[src/rtl/vccc_pkg.sv]
// Shared types, corner tables and face grading for the voxel cell crossing classifier.
// No dependencies; every other file in rtl/ imports this package.
package vccc_pkg;

    localparam int NUM_CORNERS = 8;
    localparam int NUM_EDGES   = 12;
    localparam int NUM_FACES   = 6;
    localparam int IN_LABEL_W  = 16;

    // Edge end corners, bit 0 .. bit 11 of the crossing mask
    localparam int EDGE_A [NUM_EDGES] = '{0, 1, 0, 2, 4, 5, 4, 6, 0, 1, 3, 2};
    localparam int EDGE_B [NUM_EDGES] = '{3, 2, 1, 3, 7, 6, 5, 7, 4, 5, 7, 6};

    // Face corners in ring order: left, right, back, front, bottom, top
    localparam int FACE_C [NUM_FACES][4] = '{
        '{0, 3, 7, 4}, '{1, 2, 6, 5}, '{0, 1, 5, 4},
        '{3, 2, 6, 7}, '{0, 1, 2, 3}, '{4, 5, 6, 7}
    };

    typedef enum logic [1:0] {
        FACE_NONE     = 2'd0,
        FACE_SURFACE  = 2'd1,
        FACE_JUNCTION = 2'd2
    } t_face_kind;

    typedef enum logic [1:0] {
        VTX_NONE    = 2'd0,
        VTX_SURFACE = 2'd1,
        VTX_EDGE    = 2'd2,
        VTX_CORNER  = 2'd3
    } t_vertex_kind;

    // Equality of the four ring corners a,b,c,d of one face
    typedef struct packed {
        logic ab;
        logic bc;
        logic cd;
        logic da;
        logic ac;
        logic bd;
    } t_face_eq;

    typedef struct packed {
        logic [NUM_EDGES-1:0]         edges;
        t_face_eq [NUM_FACES-1:0]     faces;
    } t_cmp;

    typedef struct packed {
        logic [NUM_EDGES-1:0]         edges;
        t_face_kind [NUM_FACES-1:0]   kinds;
    } t_grade;

    typedef struct packed {
        logic [2:0]                   junction_count;
        t_vertex_kind                 vertex_kind;
        t_face_kind [NUM_FACES-1:0]   kinds;
        logic [NUM_EDGES-1:0]         edges;
    } t_result;

    // Grade one face by its distinct labels; a two-label checkerboard is a junction
    function automatic t_face_kind grade_face(input t_face_eq eq);
        logic [2:0] distinct;
        t_face_kind kind;
        distinct = 3'd1;
        if (!eq.ab) distinct = distinct + 3'd1;
        if (!eq.ac && !eq.bc) distinct = distinct + 3'd1;
        if (!eq.da && !eq.bd && !eq.cd) distinct = distinct + 3'd1;
        case (distinct)
            3'd1: kind = FACE_NONE;
            3'd2: kind = (eq.ac && eq.bd) ? FACE_JUNCTION : FACE_SURFACE;
            default: kind = FACE_JUNCTION;
        endcase
        return kind;
    endfunction

endpackage

[src/rtl/vccc_compare.sv]
// Input register and corner comparison stage of the voxel cell classifier.
// Depends on vccc_pkg for tables and the comparison struct.
module vccc_compare #(
    parameter int LABEL_BITS = 16
) (
    input  logic                                       i_clk,
    input  logic                                       i_rst_n,
    input  logic                                       i_valid,
    output logic                                       o_ready,
    input  logic [vccc_pkg::NUM_CORNERS*vccc_pkg::IN_LABEL_W-1:0] i_labels,
    output logic                                       o_valid,
    input  logic                                       i_ready,
    output vccc_pkg::t_cmp                             o_cmp
);
    import vccc_pkg::*;

    localparam int CMP_BITS = (LABEL_BITS < IN_LABEL_W) ? LABEL_BITS : IN_LABEL_W;

    logic [NUM_CORNERS-1:0][CMP_BITS-1:0] r_lab, n_lab;
    logic                                 r_lab_v;
    t_cmp                                 r_cmp, n_cmp;
    logic                                 r_cmp_v;
    logic                                 lab_adv;
    logic                                 cmp_adv;

    // A stage loads when it is empty or its word moves on
    assign cmp_adv = !r_cmp_v || i_ready;
    assign lab_adv = !r_lab_v || cmp_adv;
    assign o_ready = lab_adv;

    // Keep only the compared low label bits
    always_comb begin
        for (int i = 0; i < NUM_CORNERS; i++) begin
            n_lab[i] = i_labels[i*IN_LABEL_W +: CMP_BITS];
        end
    end

    // Compare edge ends and face rings
    always_comb begin
        for (int e = 0; e < NUM_EDGES; e++) begin
            n_cmp.edges[e] = (r_lab[EDGE_A[e]] != r_lab[EDGE_B[e]]);
        end
        for (int f = 0; f < NUM_FACES; f++) begin
            n_cmp.faces[f].ab = (r_lab[FACE_C[f][0]] == r_lab[FACE_C[f][1]]);
            n_cmp.faces[f].bc = (r_lab[FACE_C[f][1]] == r_lab[FACE_C[f][2]]);
            n_cmp.faces[f].cd = (r_lab[FACE_C[f][2]] == r_lab[FACE_C[f][3]]);
            n_cmp.faces[f].da = (r_lab[FACE_C[f][3]] == r_lab[FACE_C[f][0]]);
            n_cmp.faces[f].ac = (r_lab[FACE_C[f][0]] == r_lab[FACE_C[f][2]]);
            n_cmp.faces[f].bd = (r_lab[FACE_C[f][1]] == r_lab[FACE_C[f][3]]);
        end
    end

    // Valid bits
    always_ff @(posedge i_clk) begin
        if (!i_rst_n) begin
            r_lab_v <= 1'b0;
            r_cmp_v <= 1'b0;
        end else begin
            if (lab_adv) r_lab_v <= i_valid;
            if (cmp_adv) r_cmp_v <= r_lab_v;
        end
    end

    // Payload, held while stalled
    always_ff @(posedge i_clk) begin
        if (lab_adv) r_lab <= n_lab;
        if (cmp_adv) r_cmp <= n_cmp;
    end

    assign o_valid = r_cmp_v;
    assign o_cmp   = r_cmp;

endmodule

[src/rtl/vccc_grade.sv]
// Face grading stage: turns ring equalities into none, surface or junction per face.
// Depends on vccc_pkg for grade_face and the stage structs.
module vccc_grade (
    input  logic              i_clk,
    input  logic              i_rst_n,
    input  logic              i_valid,
    output logic              o_ready,
    input  vccc_pkg::t_cmp    i_cmp,
    output logic              o_valid,
    input  logic              i_ready,
    output vccc_pkg::t_grade  o_grade
);
    import vccc_pkg::*;

    t_grade r_grade, n_grade;
    logic   r_v;
    logic   adv;

    assign adv     = !r_v || i_ready;
    assign o_ready = adv;

    // Grade every face; a cell with no crossing grades all none
    always_comb begin
        n_grade.edges = i_cmp.edges;
        for (int f = 0; f < NUM_FACES; f++) begin
            if (i_cmp.edges == '0) begin
                n_grade.kinds[f] = FACE_NONE;
            end else begin
                n_grade.kinds[f] = grade_face(i_cmp.faces[f]);
            end
        end
    end

    always_ff @(posedge i_clk) begin
        if (!i_rst_n) begin
            r_v <= 1'b0;
        end else if (adv) begin
            r_v <= i_valid;
        end
    end

    always_ff @(posedge i_clk) begin
        if (adv) r_grade <= n_grade;
    end

    assign o_valid = r_v;
    assign o_grade = r_grade;

endmodule

[src/rtl/vccc_tally.sv]
// Junction tally and vertex kind stage; its register is the block's output register.
// Depends on vccc_pkg for the stage structs and vertex codes.
module vccc_tally (
    input  logic               i_clk,
    input  logic               i_rst_n,
    input  logic               i_valid,
    output logic               o_ready,
    input  vccc_pkg::t_grade   i_grade,
    output logic               o_valid,
    input  logic               i_ready,
    output vccc_pkg::t_result  o_result
);
    import vccc_pkg::*;

    t_result r_res, n_res;
    logic    r_v;
    logic    adv;
    logic    any_edge;

    assign adv      = !r_v || i_ready;
    assign o_ready  = adv;
    assign any_edge = (i_grade.edges != '0);

    // Count junction faces and pick the vertex kind
    always_comb begin
        n_res.edges          = i_grade.edges;
        n_res.kinds          = i_grade.kinds;
        n_res.junction_count = 3'd0;
        for (int f = 0; f < NUM_FACES; f++) begin
            if (i_grade.kinds[f] == FACE_JUNCTION) begin
                n_res.junction_count = n_res.junction_count + 3'd1;
            end
        end
        if (!any_edge) begin
            n_res.vertex_kind = VTX_NONE;
        end else if (n_res.junction_count == 3'd0) begin
            n_res.vertex_kind = VTX_SURFACE;
        end else if (n_res.junction_count <= 3'd2) begin
            n_res.vertex_kind = VTX_EDGE;
        end else begin
            n_res.vertex_kind = VTX_CORNER;
        end
    end

    always_ff @(posedge i_clk) begin
        if (!i_rst_n) begin
            r_v <= 1'b0;
        end else if (adv) begin
            r_v <= i_valid;
        end
    end

    always_ff @(posedge i_clk) begin
        if (adv) r_res <= n_res;
    end

    assign o_valid  = r_v;
    assign o_result = r_res;

endmodule

[src/rtl/voxel_cell_crossing_classifier_unit.sv]
// Top level of the voxel cell crossing classifier: four register stages in a row.
// Depends on vccc_pkg, vccc_compare, vccc_grade and vccc_tally.
//
//   channel | dir | word                                   | accepted when
//   s_axis  | in  | eight 16-bit corner labels, 128 bits   | s_axis_tvalid & s_axis_tready
//   m_axis  | out | crossings, face kinds, vertex, count   | m_axis_tvalid & m_axis_tready
//
// Four register stages: input register, label compare, face grade, junction tally.
// The edge that accepts a cell loads the input register; the result then passes
// through the compare and grade registers to the output register. Without a
// stall, one cell enters every cycle. A stall holds each stage's word in place;
// a bubble stage still loads, so input is taken while a result waits at the output.
// Synchronous active-low reset clears the valid bits only.
module voxel_cell_crossing_classifier_unit #(
    parameter int LABEL_BITS = 16
) (
    input  logic         i_clk,
    input  logic         i_rst_n,
    input  logic         s_axis_tvalid,
    output logic         s_axis_tready,
    // corner_label_0 [15:0], corner_label_1 [31:16], ... corner_label_7 [127:112]
    input  logic [127:0] s_axis_tdata,
    output logic         m_axis_tvalid,
    input  logic         m_axis_tready,
    // edge_crossings [11:0], left_face_kind [13:12], right_face_kind [15:14],
    // back_face_kind [17:16], front_face_kind [19:18], bottom_face_kind [21:20],
    // top_face_kind [23:22], vertex_kind [25:24], junction_count [28:26], zero [31:29]
    output logic [31:0]  m_axis_tdata
);
    import vccc_pkg::*;

    t_cmp    cmp;
    logic    cmp_v;
    logic    cmp_rdy;
    t_grade  grade;
    logic    grade_v;
    logic    grade_rdy;
    t_result res;

    vccc_compare #(
        .LABEL_BITS (LABEL_BITS)
    ) u_compare (
        .i_clk    (i_clk),
        .i_rst_n  (i_rst_n),
        .i_valid  (s_axis_tvalid),
        .o_ready  (s_axis_tready),
        .i_labels (s_axis_tdata),
        .o_valid  (cmp_v),
        .i_ready  (cmp_rdy),
        .o_cmp    (cmp)
    );

    vccc_grade u_grade (
        .i_clk   (i_clk),
        .i_rst_n (i_rst_n),
        .i_valid (cmp_v),
        .o_ready (cmp_rdy),
        .i_cmp   (cmp),
        .o_valid (grade_v),
        .i_ready (grade_rdy),
        .o_grade (grade)
    );

    vccc_tally u_tally (
        .i_clk    (i_clk),
        .i_rst_n  (i_rst_n),
        .i_valid  (grade_v),
        .o_ready  (grade_rdy),
        .i_grade  (grade),
        .o_valid  (m_axis_tvalid),
        .i_ready  (m_axis_tready),
        .o_result (res)
    );

    // Pack the result word, edge crossings in the low bits
    assign m_axis_tdata = {3'b000, res};

endmodule
[config.mk]
export PLATFORM = sky130hd
export DESIGN_NAME = voxel_cell_crossing_classifier_unit
export DESIGN_NICKNAME = d
export VERILOG_FILES = /design/src/rtl/vccc_pkg.sv /design/src/rtl/vccc_compare.sv /design/src/rtl/vccc_grade.sv /design/src/rtl/vccc_tally.sv /design/src/rtl/voxel_cell_crossing_classifier_unit.sv
export SDC_FILE = /design/constraint.sdc
export NUM_CORES = 1
export LEC_CHECK = 0
export ABC_AREA = 1
export BUFFER_PORTS_ARGS = -buffer_cell sky130_fd_sc_hd__buf_2
export CORE_MARGIN = 2
export CORE_UTILIZATION = 41
export DETAILED_ROUTE_END_ITERATION = 10
export SLEW_MARGIN = 15
export SYNTH_ARGS = -nofsm -noshare
export SYNTH_HDL_FRONTEND = slang
export SYNTH_SLANG_ARGS = --single-unit
[constraint.sdc]
create_clock -name i_clk -period 16.02 [get_ports i_clk]
set_input_delay 3.204 -clock i_clk [delete_from_list [all_inputs] [get_ports i_clk]]
set_output_delay 3.204 -clock i_clk [all_outputs]
set_load 0.02 [all_outputs]
==> implementation parameters, run 1 <==
Parameter                              Value

STA
  Setup violations, final    0
  Final count of hold timing violations    0
  Max-slew headroom at the worst pin    a little under two fifths
  RSZ-0062 raised after global routing    false
  Fin. max-slew vios    0
  Worst-Margin Slew    ~0.93 ns
  Achievable frequency    between 100 and 150 MHz
  Worst clock skew    0.02092 ns
  Summed negative setup slack over all endpoints    0 ns
  Final critical-path share of the clock period    between 50% and 60%
  Shortest clock period the worst path allows after layout    8.237 ns

Route
  Final wirelength    ~36000 um
  Residual DRC count    0
  Length of the first detailed-routing pass in iterations    4
  Met3 wire len    between 1500 and 2000 um
  Vias    just under 9000
  Starting DRT DRC Count    648
  Post-detailed-route wirelength per cell    approximately 20 um
  Average via count per standard cell    between 5 and 6
  Routed met2 length    ~17000 um
  Count of antenna-violating nets left after detailed routing    0
  Sum of routed wire segments on met1    15470 um
  Top layer reached by signal wires    met4

Layout
  Layout cell share with drive strength beyond 1    between 15 and 20%
  Fin nets    between 1000 and 1500
  Final instance area    14650 sq um
  Total of fill cells in the finished design    roughly 3000
  Area grow syn2layout    11.14%

Synthesis
  Biggest area consumer among synthesized cells    sky130_fd_sc_hd__edfxtp_1
  Top FF cell, synth    sky130_fd_sc_hd__edfxtp_1
  Largest cells by area after synthesis    sky130_fd_sc_hd__edfxtp_1 49%, sky130_fd_sc_hd__xnor2_1 16%, sky130_fd_sc_hd__xor2_1 4.9%
  Post-synthesis cell count    1262
  Share of synthesized flip-flops with an asynchronous set or reset    0%
  Number of synthesized flops with an enable pin    217
  Synth warn    0
  Post-synthesis register bit count    about 220
  Sequential element share of the synthesized area    between 50% and 60%
  Mean post-synth cell area    10.44 sq um
  Cell variety after synth    44
  Area share of the largest cell type after synthesis    49.44%
  Cell area after synthesis    ~13000 sq um

Place
  Placed cell areas    between 10000 and 15000 sq um
  HPWL reported at the end of detailed placement    approximately 28000 um
  RePlAce Congestion    about 0.97
  PortBufs    approximately 160

Clock network
  Post-CTS Repair Setup Buffers    0
  Num Clock Sinks    221
  Bufs on Longest Clock Path    3
  Clock tree from TritonCTS    built
  Number of gates resized after CTS    0
  CTS root buf    sky130_fd_sc_hd__clkbuf_16
  Post-CTS Hold Fix Bufs    0
  H-tree depth    1
  Clock latency at the later pin of the worst-skew pair    0.54 ns
  Clk slew on worst S/H paths    ~0.06 ns
  Inserted Clock Buffers    24

Power
  Standby leakage power    about 0.0057 uW
  Power density normalized to cell area    around 94 nW/um^2
  Tot Pwr    around 1400 uW
  VDD IR max    approximately 0.078 mV

GRT
  Number of antenna violations at the first check in global routing    0
  Vias in the first global route    between 8000 and 9000
  Global-route congestion overflow total    0
  Pin count of the biggest net entering global routing    69
  Total routing resource utilization after global routing    between 20% and 30%
  Wire length of the first global-routing pass    around 54000 um

Setup path
  Critical Path Max Stage Delay    0.68 ns
  Cell at the slowest stage of the critical path    sky130_fd_sc_hd__inv_1
  Nature of the critical path startpoint    input pin
  Worst Setup Path Type    in -> out
  Required time reported for the critical path endpoint    12.82 ns
  Most repeated library cell on the critical path    sky130_fd_sc_hd__nor2_1
  Maximum fanout along the worst path    31
  Arrival time of data at the critical path endpoint    a little over 5 ns
  Crit. End Element    output port
  Cells along the critical path    buf_2, nor2_1, inv_1, buf_4, nor2_1, inv_1, nor2_1, nand2_4, buf_2

Die
  Die height    183.3 um
  Floorplan die width    between 150 and 200 um
  DIE AREA    between 30000 and 40000 sq um
  Core box area    about 32000 sq um
  I/O pin total    166
  Rows    65
  Starting density of the core    a little over two fifths

Hold path
  Tightest Hold Check Type    reg -> reg

Run status
  Status    finished, final reports clean

Job
  Maximum Capacitance Violations    0
Yosys cell counts, types with 2 or more instances:
| cell | count |
|---|---|
| sky130_fd_sc_hd__xnor2_1 | 235 |
| sky130_fd_sc_hd__edfxtp_1 | 217 |
| sky130_fd_sc_hd__nand2_1 | 142 |
| sky130_fd_sc_hd__inv_1 | 116 |
| sky130_fd_sc_hd__buf_2 | 113 |
| sky130_fd_sc_hd__xor2_1 | 74 |
| sky130_fd_sc_hd__nor2_1 | 70 |
| sky130_fd_sc_hd__nand4_1 | 65 |
| sky130_fd_sc_hd__nand3_1 | 35 |
| sky130_fd_sc_hd__nor3_1 | 24 |
| sky130_fd_sc_hd__ha_1 | 22 |
| sky130_fd_sc_hd__nor4_1 | 17 |
| sky130_fd_sc_hd__a21oi_1 | 15 |
| sky130_fd_sc_hd__nand2_2 | 10 |
| sky130_fd_sc_hd__o221ai_1 | 10 |
| sky130_fd_sc_hd__clkbuf_1 | 9 |
| sky130_fd_sc_hd__nor3b_1 | 9 |
| sky130_fd_sc_hd__nor4b_1 | 8 |
| sky130_fd_sc_hd__or2_2 | 7 |
| sky130_fd_sc_hd__mux2i_1 | 6 |
| sky130_fd_sc_hd__nand3b_1 | 6 |
| sky130_fd_sc_hd__a211oi_1 | 5 |
| sky130_fd_sc_hd__buf_4 | 5 |
| sky130_fd_sc_hd__fa_1 | 5 |
| sky130_fd_sc_hd__nor4_2 | 5 |
| sky130_fd_sc_hd__dfxtp_1 | 4 |
| sky130_fd_sc_hd__inv_2 | 4 |
| sky130_fd_sc_hd__nor3_2 | 3 |
| sky130_fd_sc_hd__nor2_2 | 2 |
| sky130_fd_sc_hd__nor2_4 | 2 |
| sky130_fd_sc_hd__o21a_1 | 2 |
| sky130_fd_sc_hd__o21ai_0 | 2 |
| sky130_fd_sc_hd__or2_1 | 2 |
placed cells by master (no fill, tap or decap), drive strengths merged, types with 6 or more instances in the layout:
cell type and n:
buf 166, or2 9, ha 22, clkbuf 30
edfxtp 217, xnor2 235, xor2 74, o221ai 10
clkinv 9, nand3b 6, nor4 22, nor3 27
nor4b 8, nor3b 9, nand2 152, nor2 74
inv 120, a21oi 15, mux2i 6, nand4 65
nand3 36
worst max-delay path, delay by kind of cell:
kind          cells  cell delay [ns]
buf+inv           5             1.32
simple gates      4             0.48
logic make-up (layout without fill, tap and decap cells):
| kind of cell | count (synthesis) | in the layout | synth area share, % |
|---|---|---|---|
| and+or+nand+nor | 409 | 409 | 15.55 |
| DFF | 221 | 221 | 50.04 |
| AOI/OAI and AO/OA | 40 | 40 | 2.174 |
| other | 1 | 4 | 0.02845 |
| adders and majority gates | 27 | 27 | 2.848 |
| buffers and inverters | 249 | 329 | 8.372 |
| muxes | 6 | 6 | 0.4556 |
| xor gates and xnor gates | 309 | 309 | 20.53 |
flip-flops by register name (all words and copies together) (netlist names):
register / cells
u_compare.o_cmp: 36
u_compare.o_valid: 1
u_compare.r_lab: 128
u_compare.r_lab_v: 1
u_grade.o_grade: 24
u_grade.o_valid: 1
u_tally.o_result: 29
u_tally.o_valid: 1
where the power goes:
part	internal, uW	total (uW)	switching, uW
registers	651	705	54.5
clock network	309	536	226
logic	70.8	133	62.6
total	1030	1370	343
path summary, 6_finish.rpt:
check / from / to / slack (ns) / depth (start not counted)
setup / recovery: m_axis_tready / s_axis_tready / 7.78 / 9
hold / removal: u_grade.o_grade[21]$_DFFE_PP_ / u_tally.o_result[9]$_DFFE_PP_ / 0.45 / 0
setup reg to reg: u_tally.o_valid$_SDFFE_PN0P_ / u_compare.r_lab[117]$_DFFE_PP_ / 12.29 / 10
hold reg to reg: u_grade.o_grade[21]$_DFFE_PP_ / u_tally.o_result[9]$_DFFE_PP_ / 0.45 / 0
stage by stage:
stage               utilization (%)  std cells  hold slack (ns)  setup slack (ns)
floorplan                         -       1264           0.4264             5.341
CTS                           46.30       1746           0.4503             7.722
global route                  46.30       1746           0.4644             7.454
detailed placement            43.90       1703           0.4357             7.734
global placement              43.90       1703           0.4348             7.762
finish                        46.31       1747           0.4474             7.783
area by class of cell:
type                       count  area [sq um]  share of cell area (%)
antenna                        1         2.502                 0.01708
clock buffer                  30         623.1                   4.253
clock inverter                13         137.6                  0.9394
inverter                     120         450.4                   3.075
multi-input combinational    794          5497                   37.52
sequential                   221          6596                   45.03
tap                          402         503.0                   3.433
timing repair buffer         166         840.8                   5.739
metal layers:
layer / track usage (%) / vias to the layer above
li1: - / 4277
met1: 27.85 / 4233
met2: 36.98 / 289
met3: 3.257 / 61
met4: 7.680 / 0
met5: 0 / -
(Power assumes the default switching activity.)
==> inputs of run 2 (changes only) <==
==> constraint.sdc (replaced) <==
create_clock -name i_clk -period 7.8 [get_ports i_clk]
set_input_delay 1.56 -clock i_clk [delete_from_list [all_inputs] [get_ports i_clk]]
set_output_delay 1.56 -clock i_clk [all_outputs]
set_load 0.02 [all_outputs]
==> implementation parameters, run 2 (synthesis gave the netlist of run 1 again) <==
Parameter                              Value

Route
  Met3 wire len    between 2000 and 2500 um
  Post-detailed-route wirelength per cell    20.70 um
  Top layer reached by signal wires    met5
  Average via count per standard cell    a little over 5
  Residual DRC count    0
  Count of antenna-violating nets left after detailed routing    0
  Final wirelength    between 30000 and 40000 um
  Routed met2 length    around 17000 um
  Starting DRT DRC Count    between 700 and 800
  Vias    between 8000 and 9000
  Sum of routed wire segments on met1    about 15000 um
  Length of the first detailed-routing pass in iterations    5

Setup path
  Nature of the critical path startpoint    input pin
  R2r worst-path depth    10
  Capturing point of the worst reg2reg path    u_compare.r_lab[120]$_DFFE_PP_
  Origin of the critical flop-to-flop path    u_tally.o_valid$_SDFFE_PN0P_
  Arrival time of data at the critical path endpoint    between 3 and 4 ns
  Required time reported for the critical path endpoint    6.24 ns
  Critical path endpoint    s_axis_tready
  R2R setup slack    about 4 ns
  Crit. End Element    output port
  Worst Setup Path Type    in -> out
  Maximum fanout along the worst path    31
  Launch point of the worst path    m_axis_tready

Job
  Maximum Capacitance Violations    0

Layout
  Multi-input gate area in the final layout    between 5000 and 6000 sq um
  Area grow syn2layout    11.33%
  Final std cells w/o fill    between 1500 and 2000
  Most frequent cells in the layout    235 x sky130_fd_sc_hd__xnor2_1, 217 x sky130_fd_sc_hd__edfxtp_1, 162 x sky130_fd_sc_hd__buf_2
  Layout cell share with drive strength beyond 1    roughly 18%
  Total of fill cells in the finished design    ~3000
  Most frequent standard cell in the layout excluding fill and tap cells    sky130_fd_sc_hd__xnor2_1
  Number of antenna repair diodes    0
  Largest register FFs    roughly 130
  Fin nets    about 1500
  Top reg by flops    u_compare.r_lab
  Combined flip-flop and latch cell area    around 6600 sq um

Power
  Fraction of power consumed by sequential logic    between 50% and 60%
  VDD IR max    roughly 0.18 mV
  Internal power summed over all cells    roughly 2100 uW
  Logic gate share of total power    under 10%
  Power density normalized to cell area    between 150 and 200 nW/um^2
  Clock network fraction of design power    39.4%
  Standby leakage power    roughly 0.0057 uW
  Share of total power consumed by net switching    ~25%
  Tot Pwr    2845 uW
  Net Sw Power    around 700 uW

STA
  Shortest clock period the worst path allows after layout    ~5 ns
  Final critical-path share of the clock period    a little under two thirds
  Setup violations, final    0
  Max-slew headroom at the worst pin    a little under two fifths
  Fin. max-slew vios    0
  Worst-Margin Slew    slightly above 0.9 ns
  Summed negative setup slack over all endpoints    0 ns
  RSZ-0062 raised after global routing    false
  Final count of hold timing violations    0
  Worst clock skew    roughly 0.018 ns
  Achievable frequency    202.0 MHz

Die
  Starting density of the core    about two fifths
  Rows    between 60 and 70
  I/O pin total    ~170
  Core box area    ~32000 sq um
  Die height    around 180 um
  DIE AREA    approximately 34000 sq um
  Floorplan die width    183.3 um

Run status
  Status    finished, final reports clean

Place
  PortBufs    between 150 and 200
  RePlAce Congestion    ~0.95
  Cell Count Post-Placement    approximately 1700
  HPWL reported at the end of detailed placement    around 29000 um

Clock network
  Num Clock Sinks    about 220
  Post-CTS Repair Setup Buffers    0
  Clock tree from TritonCTS    built
  Clk slew on worst S/H paths    0.06 ns
  H-tree depth    1
  CTS root buf    sky130_fd_sc_hd__clkbuf_16
  Clock latency at the later pin of the worst-skew pair    between 0.5 and 0.6 ns
  Post-CTS Hold Fix Bufs    0
  Bufs on Longest Clock Path    3
  Inserted Clock Buffers    24
  Number of gates resized after CTS    0

GRT
  Total routing resource utilization after global routing    between 20 and 25%
  Wire length of the first global-routing pass    approximately 54000 um
  Vias in the first global route    8754
  Number of antenna violations at the first check in global routing    1
  Global-route congestion overflow total    0
  Pin count of the biggest net entering global routing    68

Hold path
  Critical hold path startpoint    u_grade.o_grade[12]$_DFFE_PP_
  Tightest Hold Check Type    reg -> reg
[run 2: cell types whose count changed in the layout (fill, tap and decap cells not counted), sizes merged]
cell,previous run,this run
clkinvlp,2,4
diode,1,0
clkinv,9,7
clkbuf,30,31
[run 2: final cells by class]
class / instances / area share (%)
clock buffers: 31 / 4.476
multi-input cells: 794 / 37.45
repair buffers: 166 / 5.729
flip-flops and latches: 221 / 44.95
inverters: 120 / 3.069
clock inverters: 13 / 0.8952
well taps: 402 / 3.427
[run 2: worst min path at each step]
| stage | endpoint | slack [ns] | cells past startpoint |
|---|---|---|---|
| global route | u_tally.o_result[4]$_DFFE_PP_ | 0.46 | 0 |
| global placement | u_tally.o_result[9]$_DFFE_PP_ | 0.44 | 0 |
| floorplan | u_tally.o_result[16]$_DFFE_PP_ | 0.43 | 0 |
| detailed placement | u_tally.o_result[0]$_DFFE_PP_ | 0.44 | 0 |
| finish | u_tally.o_result[0]$_DFFE_PP_ | 0.45 | 0 |
| CTS | u_tally.o_result[0]$_DFFE_PP_ | 0.45 | 0 |
[run 2: metal layers]
layer	vias up	track usage [%]
li1	4272	-
met1	4206	27.47
met2	344	36.92
met3	77	4.150
met4	2	8.192
met5	-	0
[run 2: power by group through the flow]
| stage | clock network (uW) | registers (uW) | logic (uW) |
|---|---|---|---|
| after floorplan | 0 | 1360 | 279 |
| after global placement | 0 | 1470 | 271 |
| after detailed placement | 0 | 1470 | 272 |
| after CTS | 1150 | 1450 | 274 |
| after global routing | 1200 | 1450 | 303 |
| final | 1120 | 1450 | 276 |
[run 2: stage by stage]
| step | utilization (%) | hold slack [ns] | cell area (sq um) | setup slack [ns] |
|---|---|---|---|---|
| after floorplan | - | 0.4264 | 13190 | 0.4088 |
| after global placement | 43.90 | 0.4350 | 13890 | 2.746 |
| after detailed placement | 43.90 | 0.4356 | 13890 | 2.689 |
| after CTS | 46.39 | 0.4492 | 14680 | 2.822 |
| after global routing | 46.39 | 0.4588 | 14680 | 2.623 |
| final | 46.39 | 0.4488 | 14680 | 2.849 |
[run 2: worst max-delay path, cell delays in order]
cell and delay (ns):
sky130_fd_sc_hd__buf_2 0.08, sky130_fd_sc_hd__nor2_1 0.03, sky130_fd_sc_hd__inv_1 0.04, sky130_fd_sc_hd__buf_4 0.33
sky130_fd_sc_hd__nor2_1 0.07, sky130_fd_sc_hd__inv_1 0.68, sky130_fd_sc_hd__nor2_1 0.23, sky130_fd_sc_hd__nand2_4 0.17
sky130_fd_sc_hd__buf_2 0.18
